[src/design/assert_macros.svh]
// assertion macros shared by the rtl, clocked on clk_i and held off during reset
`ifndef ASSERT_MACROS_SVH
`define ASSERT_MACROS_SVH

// property must hold at every clock edge out of reset
`define A3HT_ASSERT(name, prop) \
  name: assert property (@(posedge clk_i) disable iff (!rst_ni) prop) \
    else $error("assertion failed");

// condition must never be seen at a clock edge out of reset
`define A3HT_ASSERT_NEVER(name, cond) \
  name: assert property (@(posedge clk_i) disable iff (!rst_ni) !(cond)) \
    else $error("forbidden condition seen");

`endif

[src/design/a3ht_pkg.sv]
`timescale 1ns / 1ps
// ----------------------------------------------------------------------------
// a3ht_pkg
// Types and constants of the A3 handover trigger.
// ----------------------------------------------------------------------------
package a3ht_pkg;

  localparam int unsigned NUM_CELLS_DEF = 8;

  localparam int unsigned CellW  = 3;
  localparam int unsigned RsrpW  = 11;
  localparam int unsigned HystW  = 8;
  localparam int unsigned TttW   = 8;
  localparam int unsigned CntW   = 10;
  localparam int unsigned EvW    = 3;
  localparam int unsigned CfgIdxW = 2;
  localparam int unsigned CfgDataW = 11;

  localparam logic signed [RsrpW-1:0] DROP_THR_RST = -11'sd480;
  localparam logic [HystW-1:0]        HYST_RST     = 8'd12;
  localparam logic [TttW-1:0]         TTT_RST      = 8'd4;

  // floor of the strongest-cell search, below every storable value
  localparam logic signed [RsrpW:0]   SEARCH_FLOOR = -12'sd1200;

  typedef enum logic [EvW-1:0] {
    EV_NONE    = 3'd0,
    EV_DROP    = 3'd1,
    EV_DROP_HO = 3'd2,
    EV_ARMED   = 3'd3,
    EV_HO_REP  = 3'd4,
    EV_CANCEL  = 3'd5
  } event_e;

  typedef enum logic [CfgIdxW-1:0] {
    CFG_DROP_THR = 2'd0,
    CFG_HYST     = 2'd1,
    CFG_TTT      = 2'd2
  } cfg_idx_e;

  typedef struct packed {
    logic                   armed;
    logic signed [CntW-1:0] countdown;
  } trig_entry_t;

endpackage

[src/design/a3ht_ram.sv]
`timescale 1ns / 1ps
// ----------------------------------------------------------------------------
// a3ht_ram
// Generic single write, single read RAM with registered read data.
// ----------------------------------------------------------------------------
module a3ht_ram #(
  parameter int unsigned WIDTH = 8,
  parameter int unsigned DEPTH = 8,
  localparam int unsigned AW = (DEPTH > 1) ? $clog2(DEPTH) : 1
) (
  input  logic             clk_i,
  input  logic             we_i,
  input  logic [AW-1:0]    waddr_i,
  input  logic [WIDTH-1:0] wdata_i,
  input  logic [AW-1:0]    raddr_i,
  output logic [WIDTH-1:0] rdata_o
);

  logic [WIDTH-1:0] mem_q [DEPTH];
  logic [WIDTH-1:0] rdata_q;

  always_ff @(posedge clk_i) begin
    if (we_i) begin
      mem_q[waddr_i] <= wdata_i;
    end
    rdata_q <= mem_q[raddr_i];
  end

  assign rdata_o = rdata_q;

endmodule

[src/design/a3_handover_trigger_with_ttt.sv]
`timescale 1ns / 1ps
// ----------------------------------------------------------------------------
// a3_handover_trigger_with_ttt
// LTE A3 handover check with time to trigger over per-cell stored strengths.
// ----------------------------------------------------------------------------
// usage
//   an item (operation, cell, rsrp) is taken when start is high and busy low;
//   exactly one result beat follows, shown for one cycle with done_o high.
//   configuration is to be written over cfg_valid_i/cfg_ready_o while the
//   block is idle, a user duty the block does not enforce; cfg_ready_o is
//   always high and an index beyond the list is dropped.
// sequence
//   handover done or unreachable cell: result decided in the read state;
//   measurement report: stored in the read state, result decided in eval;
//   call drop: after eval, a strongest-cell walk reads the strength RAM one
//   entry a cycle; one item at a time; busy drops in the cycle the result is
//   shown, so the next item can be taken while done_o is high
// reset
//   strengths read as zero, all triggers clear, serving cell 0, registers at
//   their defaults; valid bits stand in for clearing the RAMs, so no sweep
//   is needed and the block is ready in the first cycle after reset
// the receiver cannot stall, results are never held
// ----------------------------------------------------------------------------
module a3_handover_trigger_with_ttt #(
  parameter int unsigned NUM_CELLS = a3ht_pkg::NUM_CELLS_DEF
) (
  input  logic                                   clk_i,
  input  logic                                   rst_ni,
  input  logic                                   start,
  output logic                                   busy,
  input  logic                                   operation_i,
  input  logic [a3ht_pkg::CellW-1:0]             cell_req_i,
  input  logic signed [a3ht_pkg::RsrpW-1:0]      rsrp_i,
  output logic                                   done_o,
  output logic [a3ht_pkg::EvW-1:0]               event_code_o,
  output logic [a3ht_pkg::CellW-1:0]             target_cell_o,
  output logic [a3ht_pkg::CellW-1:0]             serving_cell_o,
  input  logic                                   cfg_valid_i,
  output logic                                   cfg_ready_o,
  input  logic [a3ht_pkg::CfgIdxW-1:0]           cfg_index_i,
  input  logic [a3ht_pkg::CfgDataW-1:0]          cfg_data_i
);
  import a3ht_pkg::*;

  `include "assert_macros.svh"

  localparam int unsigned CW        = (NUM_CELLS > 1) ? $clog2(NUM_CELLS) : 1;
  localparam int unsigned CELL_SPAN = (NUM_CELLS < 8) ? NUM_CELLS : 8;
  localparam int unsigned SW        = $clog2(CELL_SPAN + 1);
  localparam logic [3:0]  SPAN_W    = 4'(CELL_SPAN);
  localparam logic [SW-1:0] SCAN_END = SW'(CELL_SPAN);
  localparam int unsigned TW        = $bits(trig_entry_t);

  typedef enum logic [3:0] {
    ST_IDLE = 4'b0001,
    ST_READ = 4'b0010,
    ST_EVAL = 4'b0100,
    ST_SCAN = 4'b1000
  } state_e;

  state_e                    state_q, state_d;
  logic                      op_q, op_d;
  logic [CellW-1:0]          cell_q, cell_d;
  logic signed [RsrpW-1:0]   rsrp_q, rsrp_d;
  logic signed [RsrpW-1:0]   thr_q;
  logic [HystW-1:0]          hyst_q;
  logic [TttW-1:0]           ttt_q;
  logic [CellW-1:0]          serving_q, serving_d;
  logic                      pending_q, pending_d;
  logic [TttW-1:0]           clr_val_q, clr_val_d;
  logic [NUM_CELLS-1:0]      rsrp_vld_q, rsrp_vld_d;
  logic [NUM_CELLS-1:0]      trig_vld_q, trig_vld_d;
  logic                      rsrp_rvld_q, rsrp_rvld_d;
  logic                      trig_rvld_q, trig_rvld_d;
  logic [SW-1:0]             cnt_q, cnt_d;
  logic                      scan_vld_q, scan_vld_d;
  logic [CellW-1:0]          cmp_id_q, cmp_id_d;
  logic signed [RsrpW:0]     best_q, best_d;
  logic [CellW-1:0]          best_id_q, best_id_d;
  logic                      done_q, done_d;
  event_e                    ev_q, ev_d;
  logic [CellW-1:0]          tgt_q, tgt_d;
  logic [CellW-1:0]          srv_out_q, srv_out_d;

  logic                      in_range;
  logic [CW-1:0]             cell_addr;
  logic                      rsrp_we;
  logic [CW-1:0]             rsrp_raddr;
  logic [RsrpW-1:0]          rsrp_rdata;
  logic                      trig_we;
  trig_entry_t               trig_wdata;
  logic [TW-1:0]             trig_rdata;
  logic                      clr_all;

  trig_entry_t               entry;
  logic signed [RsrpW-1:0]   stored_rsrp;
  logic signed [RsrpW+1:0]   serv_plus_hyst;
  logic                      better;
  logic signed [CntW-1:0]    ttt_m1;
  logic                      scan_win;
  logic [CellW-1:0]          scan_pick;

  assign in_range  = {1'b0, cell_q} < SPAN_W;
  assign cell_addr = CW'(cell_q);

  a3ht_ram #(
    .WIDTH (RsrpW),
    .DEPTH (NUM_CELLS)
  ) u_rsrp_ram (
    .clk_i   (clk_i),
    .we_i    (rsrp_we),
    .waddr_i (cell_addr),
    .wdata_i (rsrp_q),
    .raddr_i (rsrp_raddr),
    .rdata_o (rsrp_rdata)
  );

  a3ht_ram #(
    .WIDTH (TW),
    .DEPTH (NUM_CELLS)
  ) u_trig_ram (
    .clk_i   (clk_i),
    .we_i    (trig_we),
    .waddr_i (cell_addr),
    .wdata_i (trig_wdata),
    .raddr_i (cell_addr),
    .rdata_o (trig_rdata)
  );

  // an unwritten strength reads zero, a trigger disarmed with last clear's ttt
  assign stored_rsrp = rsrp_rvld_q ? $signed(rsrp_rdata) : '0;
  assign entry = trig_rvld_q ? trig_entry_t'(trig_rdata)
                             : trig_entry_t'({1'b0, 2'b00, clr_val_q});

  assign serv_plus_hyst = {{2{stored_rsrp[RsrpW-1]}}, stored_rsrp}
                        + $signed({5'b0_0000, hyst_q});
  assign better = $signed({{2{rsrp_q[RsrpW-1]}}, rsrp_q}) >= serv_plus_hyst;
  assign ttt_m1 = $signed({2'b00, ttt_q}) - 10'sd1;

  assign scan_win  = scan_vld_q &&
                     ($signed({stored_rsrp[RsrpW-1], stored_rsrp}) > best_q);
  assign scan_pick = scan_win ? cmp_id_q : best_id_q;

  always_comb begin
    state_d     = state_q;
    op_d        = op_q;
    cell_d      = cell_q;
    rsrp_d      = rsrp_q;
    serving_d   = serving_q;
    pending_d   = pending_q;
    cnt_d       = cnt_q;
    scan_vld_d  = 1'b0;
    cmp_id_d    = cmp_id_q;
    best_d      = best_q;
    best_id_d   = best_id_q;
    done_d      = 1'b0;
    ev_d        = ev_q;
    tgt_d       = tgt_q;
    srv_out_d   = srv_out_q;
    rsrp_we     = 1'b0;
    rsrp_raddr  = CW'(serving_q);
    trig_we     = 1'b0;
    trig_wdata  = '0;
    clr_all     = 1'b0;

    unique case (state_q)
      ST_IDLE: begin
        if (start) begin
          op_d    = operation_i;
          cell_d  = cell_req_i;
          rsrp_d  = rsrp_i;
          state_d = ST_READ;
        end
      end

      ST_READ: begin
        if (!in_range) begin
          done_d    = 1'b1;
          ev_d      = EV_NONE;
          tgt_d     = cell_q;
          srv_out_d = serving_q;
          state_d   = ST_IDLE;
        end else if (op_q) begin
          serving_d = cell_q;
          pending_d = 1'b0;
          done_d    = 1'b1;
          ev_d      = EV_NONE;
          tgt_d     = cell_q;
          srv_out_d = cell_q;
          state_d   = ST_IDLE;
        end else begin
          // store the report; serving strength and trigger entry come back next
          rsrp_we = 1'b1;
          state_d = ST_EVAL;
        end
      end

      ST_EVAL: begin
        done_d    = 1'b1;
        ev_d      = EV_NONE;
        tgt_d     = cell_q;
        srv_out_d = serving_q;
        state_d   = ST_IDLE;
        if (cell_q == serving_q) begin
          if (rsrp_q < thr_q) begin
            done_d    = 1'b0;
            cnt_d     = '0;
            best_d    = SEARCH_FLOOR;
            best_id_d = '0;
            state_d   = ST_SCAN;
          end
        end else if (!pending_q) begin
          if (!entry.armed) begin
            if (better) begin
              trig_we    = 1'b1;
              trig_wdata = '{armed: 1'b1, countdown: entry.countdown};
              ev_d       = EV_ARMED;
            end
          end else if (entry.countdown <= 10'sd0) begin
            trig_we    = 1'b1;
            trig_wdata = '{armed: 1'b0, countdown: ttt_m1};
            if (better) begin
              ev_d      = EV_HO_REP;
              clr_all   = 1'b1;
              pending_d = 1'b1;
            end else begin
              ev_d = EV_CANCEL;
            end
          end else begin
            trig_we    = 1'b1;
            trig_wdata = '{armed: 1'b1, countdown: entry.countdown - 10'sd1};
          end
        end
      end

      ST_SCAN: begin
        // read one entry a cycle, compare it the cycle after
        rsrp_raddr = CW'(cnt_q);
        cmp_id_d   = CellW'(cnt_q);
        if (scan_win) begin
          best_d    = {stored_rsrp[RsrpW-1], stored_rsrp};
          best_id_d = cmp_id_q;
        end
        if (cnt_q != SCAN_END) begin
          scan_vld_d = 1'b1;
          cnt_d      = cnt_q + SW'(1);
        end else begin
          serving_d = scan_pick;
          pending_d = 1'b0;
          clr_all   = 1'b1;
          done_d    = 1'b1;
          ev_d      = pending_q ? EV_DROP_HO : EV_DROP;
          tgt_d     = cell_q;
          srv_out_d = scan_pick;
          state_d   = ST_IDLE;
        end
      end

      default: begin
        state_d = ST_IDLE;
      end
    endcase
  end

  always_comb begin
    rsrp_vld_d = rsrp_vld_q;
    trig_vld_d = trig_vld_q;
    clr_val_d  = clr_val_q;
    if (rsrp_we) begin
      rsrp_vld_d[cell_addr] = 1'b1;
    end
    if (clr_all) begin
      trig_vld_d = '0;
      clr_val_d  = ttt_q;
    end
    if (trig_we) begin
      trig_vld_d[cell_addr] = 1'b1;
    end
    rsrp_rvld_d = rsrp_vld_q[rsrp_raddr];
    trig_rvld_d = trig_vld_q[cell_addr];
  end

  always_ff @(posedge clk_i or negedge rst_ni) begin
    if (!rst_ni) begin
      state_q     <= ST_IDLE;
      thr_q       <= DROP_THR_RST;
      hyst_q      <= HYST_RST;
      ttt_q       <= TTT_RST;
      serving_q   <= '0;
      pending_q   <= 1'b0;
      clr_val_q   <= TTT_RST;
      rsrp_vld_q  <= '0;
      trig_vld_q  <= '0;
      rsrp_rvld_q <= 1'b0;
      trig_rvld_q <= 1'b0;
      cnt_q       <= '0;
      scan_vld_q  <= 1'b0;
      done_q      <= 1'b0;
      ev_q        <= EV_NONE;
      tgt_q       <= '0;
      srv_out_q   <= '0;
    end else begin
      state_q     <= state_d;
      serving_q   <= serving_d;
      pending_q   <= pending_d;
      clr_val_q   <= clr_val_d;
      rsrp_vld_q  <= rsrp_vld_d;
      trig_vld_q  <= trig_vld_d;
      rsrp_rvld_q <= rsrp_rvld_d;
      trig_rvld_q <= trig_rvld_d;
      cnt_q       <= cnt_d;
      scan_vld_q  <= scan_vld_d;
      done_q      <= done_d;
      ev_q        <= ev_d;
      tgt_q       <= tgt_d;
      srv_out_q   <= srv_out_d;
      if (cfg_valid_i) begin
        case (cfg_index_i)
          CFG_DROP_THR: thr_q  <= $signed(cfg_data_i[RsrpW-1:0]);
          CFG_HYST:     hyst_q <= cfg_data_i[HystW-1:0];
          CFG_TTT:      ttt_q  <= cfg_data_i[TttW-1:0];
          default: begin
          end
        endcase
      end
    end
  end

  // item payload and search registers
  always_ff @(posedge clk_i) begin
    op_q      <= op_d;
    cell_q    <= cell_d;
    rsrp_q    <= rsrp_d;
    cmp_id_q  <= cmp_id_d;
    best_q    <= best_d;
    best_id_q <= best_id_d;
  end

  assign busy           = (state_q != ST_IDLE);
  assign cfg_ready_o    = 1'b1;
  assign done_o         = done_q;
  assign event_code_o   = ev_q;
  assign target_cell_o  = tgt_q;
  assign serving_cell_o = srv_out_q;

  `A3HT_ASSERT(a_done_after_work, done_o |-> $past(busy))
  `A3HT_ASSERT(a_accept_goes_busy, (start && !busy) |=> busy)
  `A3HT_ASSERT_NEVER(a_serving_reachable, 4'(serving_q) >= SPAN_W)
  `A3HT_ASSERT(a_drop_ends_pending, (done_o && (event_code_o == EV_DROP_HO)) |-> !pending_q)

endmodule
[config.mk]
export PLATFORM = sky130hd
export DESIGN_NAME = a3_handover_trigger_with_ttt
export DESIGN_NICKNAME = d
export VERILOG_FILES = /design/src/design/a3ht_pkg.sv /design/src/design/a3ht_ram.sv /design/src/design/a3_handover_trigger_with_ttt.sv
export VERILOG_INCLUDE_DIRS = /design/src /design/src/design
export SDC_FILE = /design/constraint.sdc
export NUM_CORES = 1
export LEC_CHECK = 0
export ABC_AREA = 0
export BUFFER_PORTS_ARGS = -buffer_cell sky130_fd_sc_hd__buf_4
export CAP_MARGIN = 15
export CORE_MARGIN = 5
export CORE_UTILIZATION = 45
export DETAILED_ROUTE_END_ITERATION = 10
export PLACE_DENSITY = 0.61
export REMOVE_ABC_BUFFERS = 1
export SYNTH_ARGS = -nofsm -noshare
export SYNTH_HDL_FRONTEND = slang
export SYNTH_SLANG_ARGS = --single-unit
export TNS_END_PERCENT = 10
[constraint.sdc]
create_clock -name clk_i -period 6.5 [get_ports clk_i]
set_input_delay 1.3 -clock clk_i [delete_from_list [all_inputs] [get_ports clk_i]]
set_output_delay 1.3 -clock clk_i [all_outputs]
set_load 0.03 [all_outputs]
# ---- After elaboration in Yosys (flattened, before gate mapping)
# Memories as Yosys holds them, arrays and structs flattened. A register that Yosys moved wholly into a read port is not among the register bits.
# Index checks and enable logic that the tools add are counted.
dict set report word_totals {
  reg_bits 109
  latchBits 0
  ramBits 176
  mem_bits_ro 0
  input_bits 32
  output_inout_bits 12
  wordCells 151
  n_memories 2
}
dict set report op_classes {
  n_addsub 4
  multipliers 0
  n_div 0
  n_lt_le_gt_ge 7
  n_eq_ne 17
  n_shift 0
  mux 79
  bitwise_logic 2
  n_reduce_logical 17
}
# name words word_bits rd rd_clocked_by_memory_dff write_ports line_no
set mem_list {}
lappend mem_list {u_rsrp_ram.mem_q 8 11 1 1 1 a3ht_ram.sv:19} ;# logic [WIDTH-1:0] mem_q [DEPTH];
lappend mem_list {u_trig_ram.mem_q 8 11 1 1 1 a3ht_ram.sv:19}
# op n
set ops {}
lappend ops {{2-to-1 mux 11 bit} 8}
lappend ops {{2-to-1 mux 3 bit} 14}
lappend ops {{2-to-1 mux 12 bit} 3}
lappend ops {{2-to-1 mux 1 bit} 29}
lappend ops {{2-to-1 mux 4 bit} 7}
lappend ops {{case mux 3 bit (3 select lines)} 3}
lappend ops {{case mux 12 bit (2 select lines)} 1}
lappend ops {{2-to-1 mux 8 bit} 2}
lappend ops {{inequality test 2 bit, second input constant} 8}
lappend ops {{OR 8 bit} 2}
lappend ops {{case mux 4 bit (4 select lines)} 1}
lappend ops {{adder 11 x 9 -> 12 bit} 1}
lappend ops {{>= comparator 11 x 12 -> 1 bit} 1}
lappend ops {{> comparator 11 x 12 -> 1 bit} 1}
lappend ops {{case mux 3 bit (2 select lines)} 2}
lappend ops {{AND reduction 4 bit} 3}
lappend ops {{< comparator 11 bit} 1}
lappend ops {{less-or-equal comparator 10 x 1 -> 1 bit, second input constant} 1}
lappend ops {{AND reduction 2 bit} 5}
lappend ops {{subtractor 10 x 2 -> 10 bit, second input constant} 1}
lappend ops {{AND reduction 3 bit} 3}
lappend ops {{subtractor 8 x 1 -> 9 bit, second input constant} 1}
lappend ops {{< comparator 3 x 4 -> 1 bit, second input constant} 2}
lappend ops {{case mux 4 bit (2 select lines)} 1}
lappend ops {{other kinds (20)} 25}

# ---- Logic depth before layout (Yosys ltp)
dict set report logic_depth {
  depth_word 12
  depth_mapped 21
  mapped_depth_nobuf 17
}

# ---- Modules after synthesis
# A second synthesis with hierarchy kept.
dict set report hier_totals {
  hier_cells 944
  hier_area_um2 13815.8
}
# mod n_inst cells_per_inst area_per_inst_um2 seq_area_each_um2
set modules_own_cells {}
lappend modules_own_cells {a3ht_ram 2 150 3657.3 2862.7}
lappend modules_own_cells {a3_handover_trigger_with_ttt 1 644 6501.2 2902.8}

# ---- Worst setup path before layout
# OpenSTA, ideal clock, no wires.
dict set report synth_timing {
  path_kind {register -> register}
  start {register rsrp_rvld_q}
  end {memory u_trig_ram.mem_q[0][0] in the netlist's numbering (enable)}
  setup_time_ns 0.378
  arrival_ns 4.406
  required_time_ns 6.122
  slack_ns 1.716
  stages_incl_launch_ff 21
  n_path_buf 4
  period_less_slack_ns 4.784
  path_cell_list {dfrtp_1 > clkbuf_1 > clkbuf_1 > clkbuf_1 > nand2_1 > inv_1 > ha_1 > maj3_1 > and3_1 > a221oi_1 > o21ai_0 > a21oi_1 > nor3b_1 > ha_1 > o21ai_0 > a211oi_1 > a2111oi_0 > o2bb2ai_1 > o21ai_1 > clkbuf_1 > nor2_1}
}
dict set report synth_via {
  elab_chain_len 10
}
# element line_no
set synth_rtl {}
lappend synth_rtl {{start, declared} a3_handover_trigger_with_ttt.sv:73} ;# logic rsrp_rvld_q, rsrp_rvld_d;
lappend synth_rtl {{start signal, assigned} a3_handover_trigger_with_ttt.sv:309} ;# rsrp_rvld_q <= rsrp_rvld_d;
lappend synth_rtl {{2-to-1 mux 11 bit} a3_handover_trigger_with_ttt.sv:131} ;# assign stored_rsrp = rsrp_rvld_q ? $signed(rsrp_rdata) : '0;
lappend synth_rtl {{net stored_rsrp[0]} a3_handover_trigger_with_ttt.sv:96} ;# logic signed [RsrpW-1:0] stored_rsrp;
lappend synth_rtl {{adder 11 x 9 -> 12 bit} a3_handover_trigger_with_ttt.sv:136} ;# + $signed({5'b0_0000, hyst_q});
lappend synth_rtl {{>= comparator 11 x 12 -> 1 bit} a3_handover_trigger_with_ttt.sv:137} ;# assign better = $signed({{2{rsrp_q[RsrpW-1]}}, rsrp_q}) >= serv_plus_hyst;
lappend synth_rtl {{2-to-1 mux 1 bit} a3_handover_trigger_with_ttt.sv:214} ;# if (better) begin
lappend synth_rtl {{2-to-1 mux 1 bit} a3_handover_trigger_with_ttt.sv:213} ;# if (!entry.armed) begin
lappend synth_rtl {{2-to-1 mux 1 bit} a3_handover_trigger_with_ttt.sv:212} ;# end else if (!pending_q) begin
lappend synth_rtl {{2-to-1 mux 1 bit} a3_handover_trigger_with_ttt.sv:204} ;# if (cell_q == serving_q) begin
lappend synth_rtl {{2-to-1 mux 1 bit} a3_handover_trigger_with_ttt.sv:166} ;# unique case (state_q)
lappend synth_rtl {{2-to-1 mux 1 bit} a3ht_ram.sv:23} ;# if (we_i) begin
lappend synth_rtl {{2-to-1 mux 1 bit (not written as such)} a3ht_ram.sv:24} ;# mem_q[waddr_i] <= wdata_i;
lappend synth_rtl {{end, declared} a3ht_ram.sv:19}
# The timed path passes the listed nets, and every way through them passes these cells.

==> flow_results.xml <==
<?xml version="1.0" encoding="UTF-8"?>
<metrics>
  <group name="timing">
    <metric name="rsz_0062_raised_after_global_routing" unit="">no</metric>
    <metric name="finalSetupViolCount" unit="">0</metric>
    <metric name="worst_slew_margin_rel" unit="">0.228</metric>
    <metric name="report.final.hold_viol_count" unit="">0</metric>
    <metric name="finalSetupTns" unit="ns">0</metric>
    <metric name="post-route-period-util" unit="">0.756</metric>
    <metric name="worst_max_slew_pin_slew" unit="ns">1.15</metric>
    <metric name="fin_worst_skew" unit="ns">0.0210</metric>
    <metric name="final_period_minus_worst_setup_slack" unit="ns">4.91</metric>
    <metric name="fmaxAchievable" unit="MHz">204</metric>
    <metric name="slew_viol_final" unit="">0</metric>
  </group>
  <group name="synth">
    <metric name="post_synth_num_cell_types" unit="">82</metric>
    <metric name="postSynthAreaPerCell" unit="um^2">14.1</metric>
    <metric name="ys_seq_elements" unit="">307</metric>
    <metric name="synth_enable_flop_cells" unit="">209</metric>
    <metric name="mappedNetlistArea" unit="mm^2">0.0135</metric>
    <metric name="dominant_register_cell_in_the_synthesized_netlist" unit="">edfxtp_1</metric>
    <metric name="post_synth_inst_count" unit="">957</metric>
    <metric name="seq_area_frac_synth" unit="">0.639</metric>
    <metric name="asyncSetResetFlopFracSynth" unit="">0.248</metric>
    <metric name="ys.warnings.count" unit="">0</metric>
  </group>
  <group name="critical_path">
    <metric name="cp_num_cells" unit="">17</metric>
    <metric name="critical_path.max_fanout" unit="">27</metric>
    <metric name="gate_family_responsible_for_the_most_delay_along_the_worst_path" unit="">compound AO/OA/AOI/OAI gates</metric>
    <metric name="cp_slowest_stage_delay" unit="ns">0.61</metric>
    <metric name="worstSetupEndpointType" unit="">flop</metric>
    <metric name="worst_r2r_endpoint" unit="">u_trig_ram.mem_q[0][5]</metric>
    <metric name="worst_ep_required_time" unit="ns">6.73</metric>
    <metric name="worstPathArrival" unit="ns">5.14</metric>
    <metric name="worst_setup_path_endpoint" unit="">u_trig_ram.mem_q[0][5]</metric>
    <metric name="reg2reg_depth" unit="">17</metric>
    <metric name="worst_path_cell_chain" unit="">buf_4 &gt; nand2_1 &gt; inv_1 &gt; ha_1 &gt; maj3_1 &gt; and3_1 &gt; a221oi_1 &gt; o21ai_0 &gt; a21oi_1 &gt; nor3b_1 &gt; ha_1 &gt; o21ai_0 &gt; a211oi_1 &gt; a2111oi_0 &gt; o2bb2ai_1 &gt; nand2_1 &gt; o22ai_1</metric>
    <metric name="critPathLaunchType" unit="">flop</metric>
    <metric name="worstPathBufferInverterCount" unit="">2</metric>
    <metric name="setup_crit_start" unit="">rsrp_rvld_q</metric>
    <metric name="ff2ff_setup_slack" unit="ns">1.59</metric>
    <metric name="timing.rr.start" unit="">rsrp_rvld_q</metric>
    <metric name="timing.setup.critical_path_class" unit="">flop to flop</metric>
    <metric name="slowest_stage" unit="">o22ai_1</metric>
  </group>
  <group name="global_routing">
    <metric name="use_met3" unit="">0.0258</metric>
    <metric name="global_route.overflow_total" unit="">0</metric>
    <metric name="global_route.peak_usage_layer" unit="">met2</metric>
    <metric name="antenna_found_initial" unit="">0</metric>
    <metric name="grt_first_pass_wirelength" unit="um">47400</metric>
    <metric name="grt_start_max_net_pins" unit="">68</metric>
    <metric name="use_met2" unit="">0.278</metric>
    <metric name="overall_global_routing_resource_usage" unit="">0.182</metric>
    <metric name="global_routing_met1_resource_utilization" unit="">0.277</metric>
    <metric name="first_global_vias" unit="">8012</metric>
  </group>
  <group name="clock_tree">
    <metric name="clk_transition_reported_paths" unit="ns">0.06</metric>
    <metric name="postCtsSetupRepairBufs" unit="">0</metric>
    <metric name="ctsHoldBuffers" unit="">0</metric>
    <metric name="clock_sink_count" unit="">307</metric>
    <metric name="cts-htree-levels" unit="">2</metric>
    <metric name="cts_tree" unit="">done</metric>
    <metric name="maximum_root_to_sink_buffer_count" unit="">3</metric>
    <metric name="master_cell_of_the_clock_root_buffer" unit="">clkbuf_16</metric>
    <metric name="cts_inserted_buffers" unit="">35</metric>
    <metric name="post_cts.resized_instances" unit="">0</metric>
    <metric name="clock_network_latency_to_the_later_pin_of_the_worst_skew_pair" unit="ns">0.52</metric>
  </group>
  <group name="pwr">
    <metric name="seq_power_share" unit="">0.422</metric>
    <metric name="pwr_density_cell" unit="mW/mm^2">387</metric>
    <metric name="power" unit="mW">6.02</metric>
    <metric name="power.share.switching" unit="">0.297</metric>
    <metric name="cellInternalPower" unit="mW">4.23</metric>
    <metric name="pwr-share-comb" unit="">0.236</metric>
    <metric name="ir_worst_vdd" unit="V">0.000216</metric>
    <metric name="leakage" unit="nW">6.10</metric>
    <metric name="net_switching_power_figure" unit="mW">1.79</metric>
    <metric name="clock_power_share" unit="">0.341</metric>
  </group>
  <group name="drt">
    <metric name="ant_nets" unit="">0</metric>
    <metric name="viasPerCell" unit="">5.66</metric>
    <metric name="wl_per_cell" unit="um">21.1</metric>
    <metric name="initialDrtViolationCount" unit="">643</metric>
    <metric name="final_routed_drc_violation_total" unit="">0</metric>
    <metric name="detailroute.via_count" unit="">8142</metric>
    <metric name="drt_pass1_iterations" unit="">5</metric>
    <metric name="wl" unit="um">30300</metric>
  </group>
  <group name="finish">
    <metric name="seqCellArea" unit="mm^2">0.00863</metric>
    <metric name="design.final.nets" unit="">1096</metric>
    <metric name="layout.cells.non_filler" unit="">1439</metric>
    <metric name="post_route_cells_drive_above_1_share" unit="">0.203</metric>
    <metric name="insertedDiodeCount" unit="">0</metric>
    <metric name="multi_input_comb_area" unit="mm^2">0.00452</metric>
    <metric name="n_fill_cell" unit="">2462</metric>
    <metric name="area_growth" unit="%">15.3</metric>
    <metric name="final_design_area_no_fill" unit="mm^2">0.0156</metric>
  </group>
  <group name="die">
    <metric name="core-area" unit="mm^2">0.0296</metric>
    <metric name="dieArea" unit="mm^2">0.0336</metric>
    <metric name="fp.dieH" unit="um">183</metric>
    <metric name="rows" unit="">63</metric>
    <metric name="chipWidth" unit="um">183</metric>
    <metric name="pin_count" unit="">44</metric>
    <metric name="initial_cell_density_of_the_core" unit="">0.456</metric>
  </group>
  <group name="run_status">
    <metric name="status" unit="">completed</metric>
  </group>
  <group name="placement">
    <metric name="dp_hpwl" unit="um">19800</metric>
    <metric name="buffer_ports.inserted" unit="">42</metric>
    <metric name="gpl.final_weighted_congestion" unit="">0.822</metric>
    <metric name="dpl_cell_area" unit="mm^2">0.0143</metric>
    <metric name="post-place-cells" unit="">1375</metric>
  </group>
  <group name="worst_hold_path">
    <metric name="holdCritStartpoint" unit="">rsrp_vld_q[4]</metric>
    <metric name="min_path_type" unit="">flop to flop</metric>
  </group>
  <group name="flow_run">
    <metric name="timing.max_cap.violations" unit="">0</metric>
  </group>
</metrics>
-- layer usage --
metal  up-vias  share of wire
met5         -              0
met4         0          0.018
met3        43          0.050
met2       209           0.46
met1      4084           0.47
li1       3806              -
-- logic make-up after synthesis --
kind of cell	after synthesis	share of synthesized area
compound gates	198	0.104
other cells	1	0.000278
mux	80	0.0895
simple gates	221	0.0865
buf+inv	84	0.0270
xor+xnor	24	0.0156
fa+ha+maj	42	0.0387
flops	307	0.639
-- cells in the final DEF, fill, tap and decap left out, types with 11 or more instances in the layout --
cell	netlist	final
a21oi_1	25	25
a221oi_1	12	12
a22o_1	13	13
a22oi_1	29	29
and2_1	15	15
buf_4	2	71
clkbuf_16	0	35
dfrtp_1	68	68
dfxtp_1	22	22
edfxtp_1	209	209
ha_1	41	41
inv_1	40	40
mux2_2	42	42
mux2i_1	12	12
mux4_1	13	13
mux4_2	11	11
nand2_1	65	65
nand3_1	14	14
nor2_1	47	47
o21ai_0	34	34
o22ai_1	15	15
or2_2	11	11
xnor2_1	13	13
xor2_1	11	11
-- flip-flops by register name, summed over array words and instances (netlist names), 3 cells and up --
signal and cells:
rsrp_q 11, u_trig_ram.mem_q 88, u_rsrp_ram.rdata_o 11, cnt_q 4, trig_vld_q 8, best_q 12, clr_val_q 8, best_id_q 3
event_code_o 3, rsrp_vld_q 8, u_rsrp_ram.mem_q 88, state_q 4, ttt_q 8, serving_cell_o 3, thr_q 11, cell_addr 3
cmp_id_q 3, hyst_q 8, u_trig_ram.rdata_o 11, target_cell_o 3, serving_q 3
-- synth_stat cells, types with 12 or more instances --
master | instances | share of area
nor2_1 | 47 | 0.013
edfxtp_1 | 209 | 0.46
mux2i_1 | 12 | 0.0089
clkbuf_1 | 31 | 0.0086
dfxtp_1 | 22 | 0.033
nand2_1 | 65 | 0.018
and2_1 | 15 | 0.0069
a22o_1 | 13 | 0.0084
nand3_1 | 14 | 0.0052
o21ai_0 | 34 | 0.013
o22ai_1 | 15 | 0.0069
mux2_2 | 42 | 0.035
mux4_1 | 13 | 0.025
inv_1 | 40 | 0.011
a22oi_1 | 29 | 0.016
dfrtp_1 | 68 | 0.13
a221oi_1 | 12 | 0.0078
a21oi_1 | 25 | 0.0093
xnor2_1 | 13 | 0.0084
ha_1 | 41 | 0.038
-- power by group through the flow --
stage / logic [mW] / registers (mW) / clock network, mW
floorplan: 0.956 / 2.55 / 0
global placement: 1.41 / 2.58 / 0
detailed placement: 1.41 / 2.58 / 0
CTS: 1.42 / 2.54 / 2.11
global route: 1.58 / 2.57 / 2.19
finish: 1.42 / 2.54 / 2.05
-- final cells by class --
type / instances / area share
tap: 390 / 0.0313
clock inverter: 21 / 0.0202
clock buffer: 42 / 0.0586
multi-input combinational: 566 / 0.290
sequential: 307 / 0.554
timing repair buffer: 72 / 0.0355
inverter: 41 / 0.00988
-- how the worst min path moves through the flow --
stage	end	slack, ns	cells after the start
floorplan	rsrp_vld_q[1]	0.43	1
CTS	rsrp_vld_q[4]	0.47	1
global route	rsrp_vld_q[4]	0.47	1
finish	rsrp_vld_q[4]	0.47	1
detailed placement	rsrp_vld_q[3]	0.45	1
global placement	rsrp_vld_q[6]	0.45	1
-- per-stage QoR --
step | hold WS, ns | setup WS (ns) | utilization
global placement | 0.447 | 1.67 | 0.483
finish | 0.466 | 1.59 | 0.525
global route | 0.474 | 1.08 | 0.525
detailed placement | 0.448 | 1.58 | 0.483
floorplan | 0.434 | 2.01 | -
CTS | 0.465 | 1.51 | 0.525
Power figures use the tool's default switching activity.
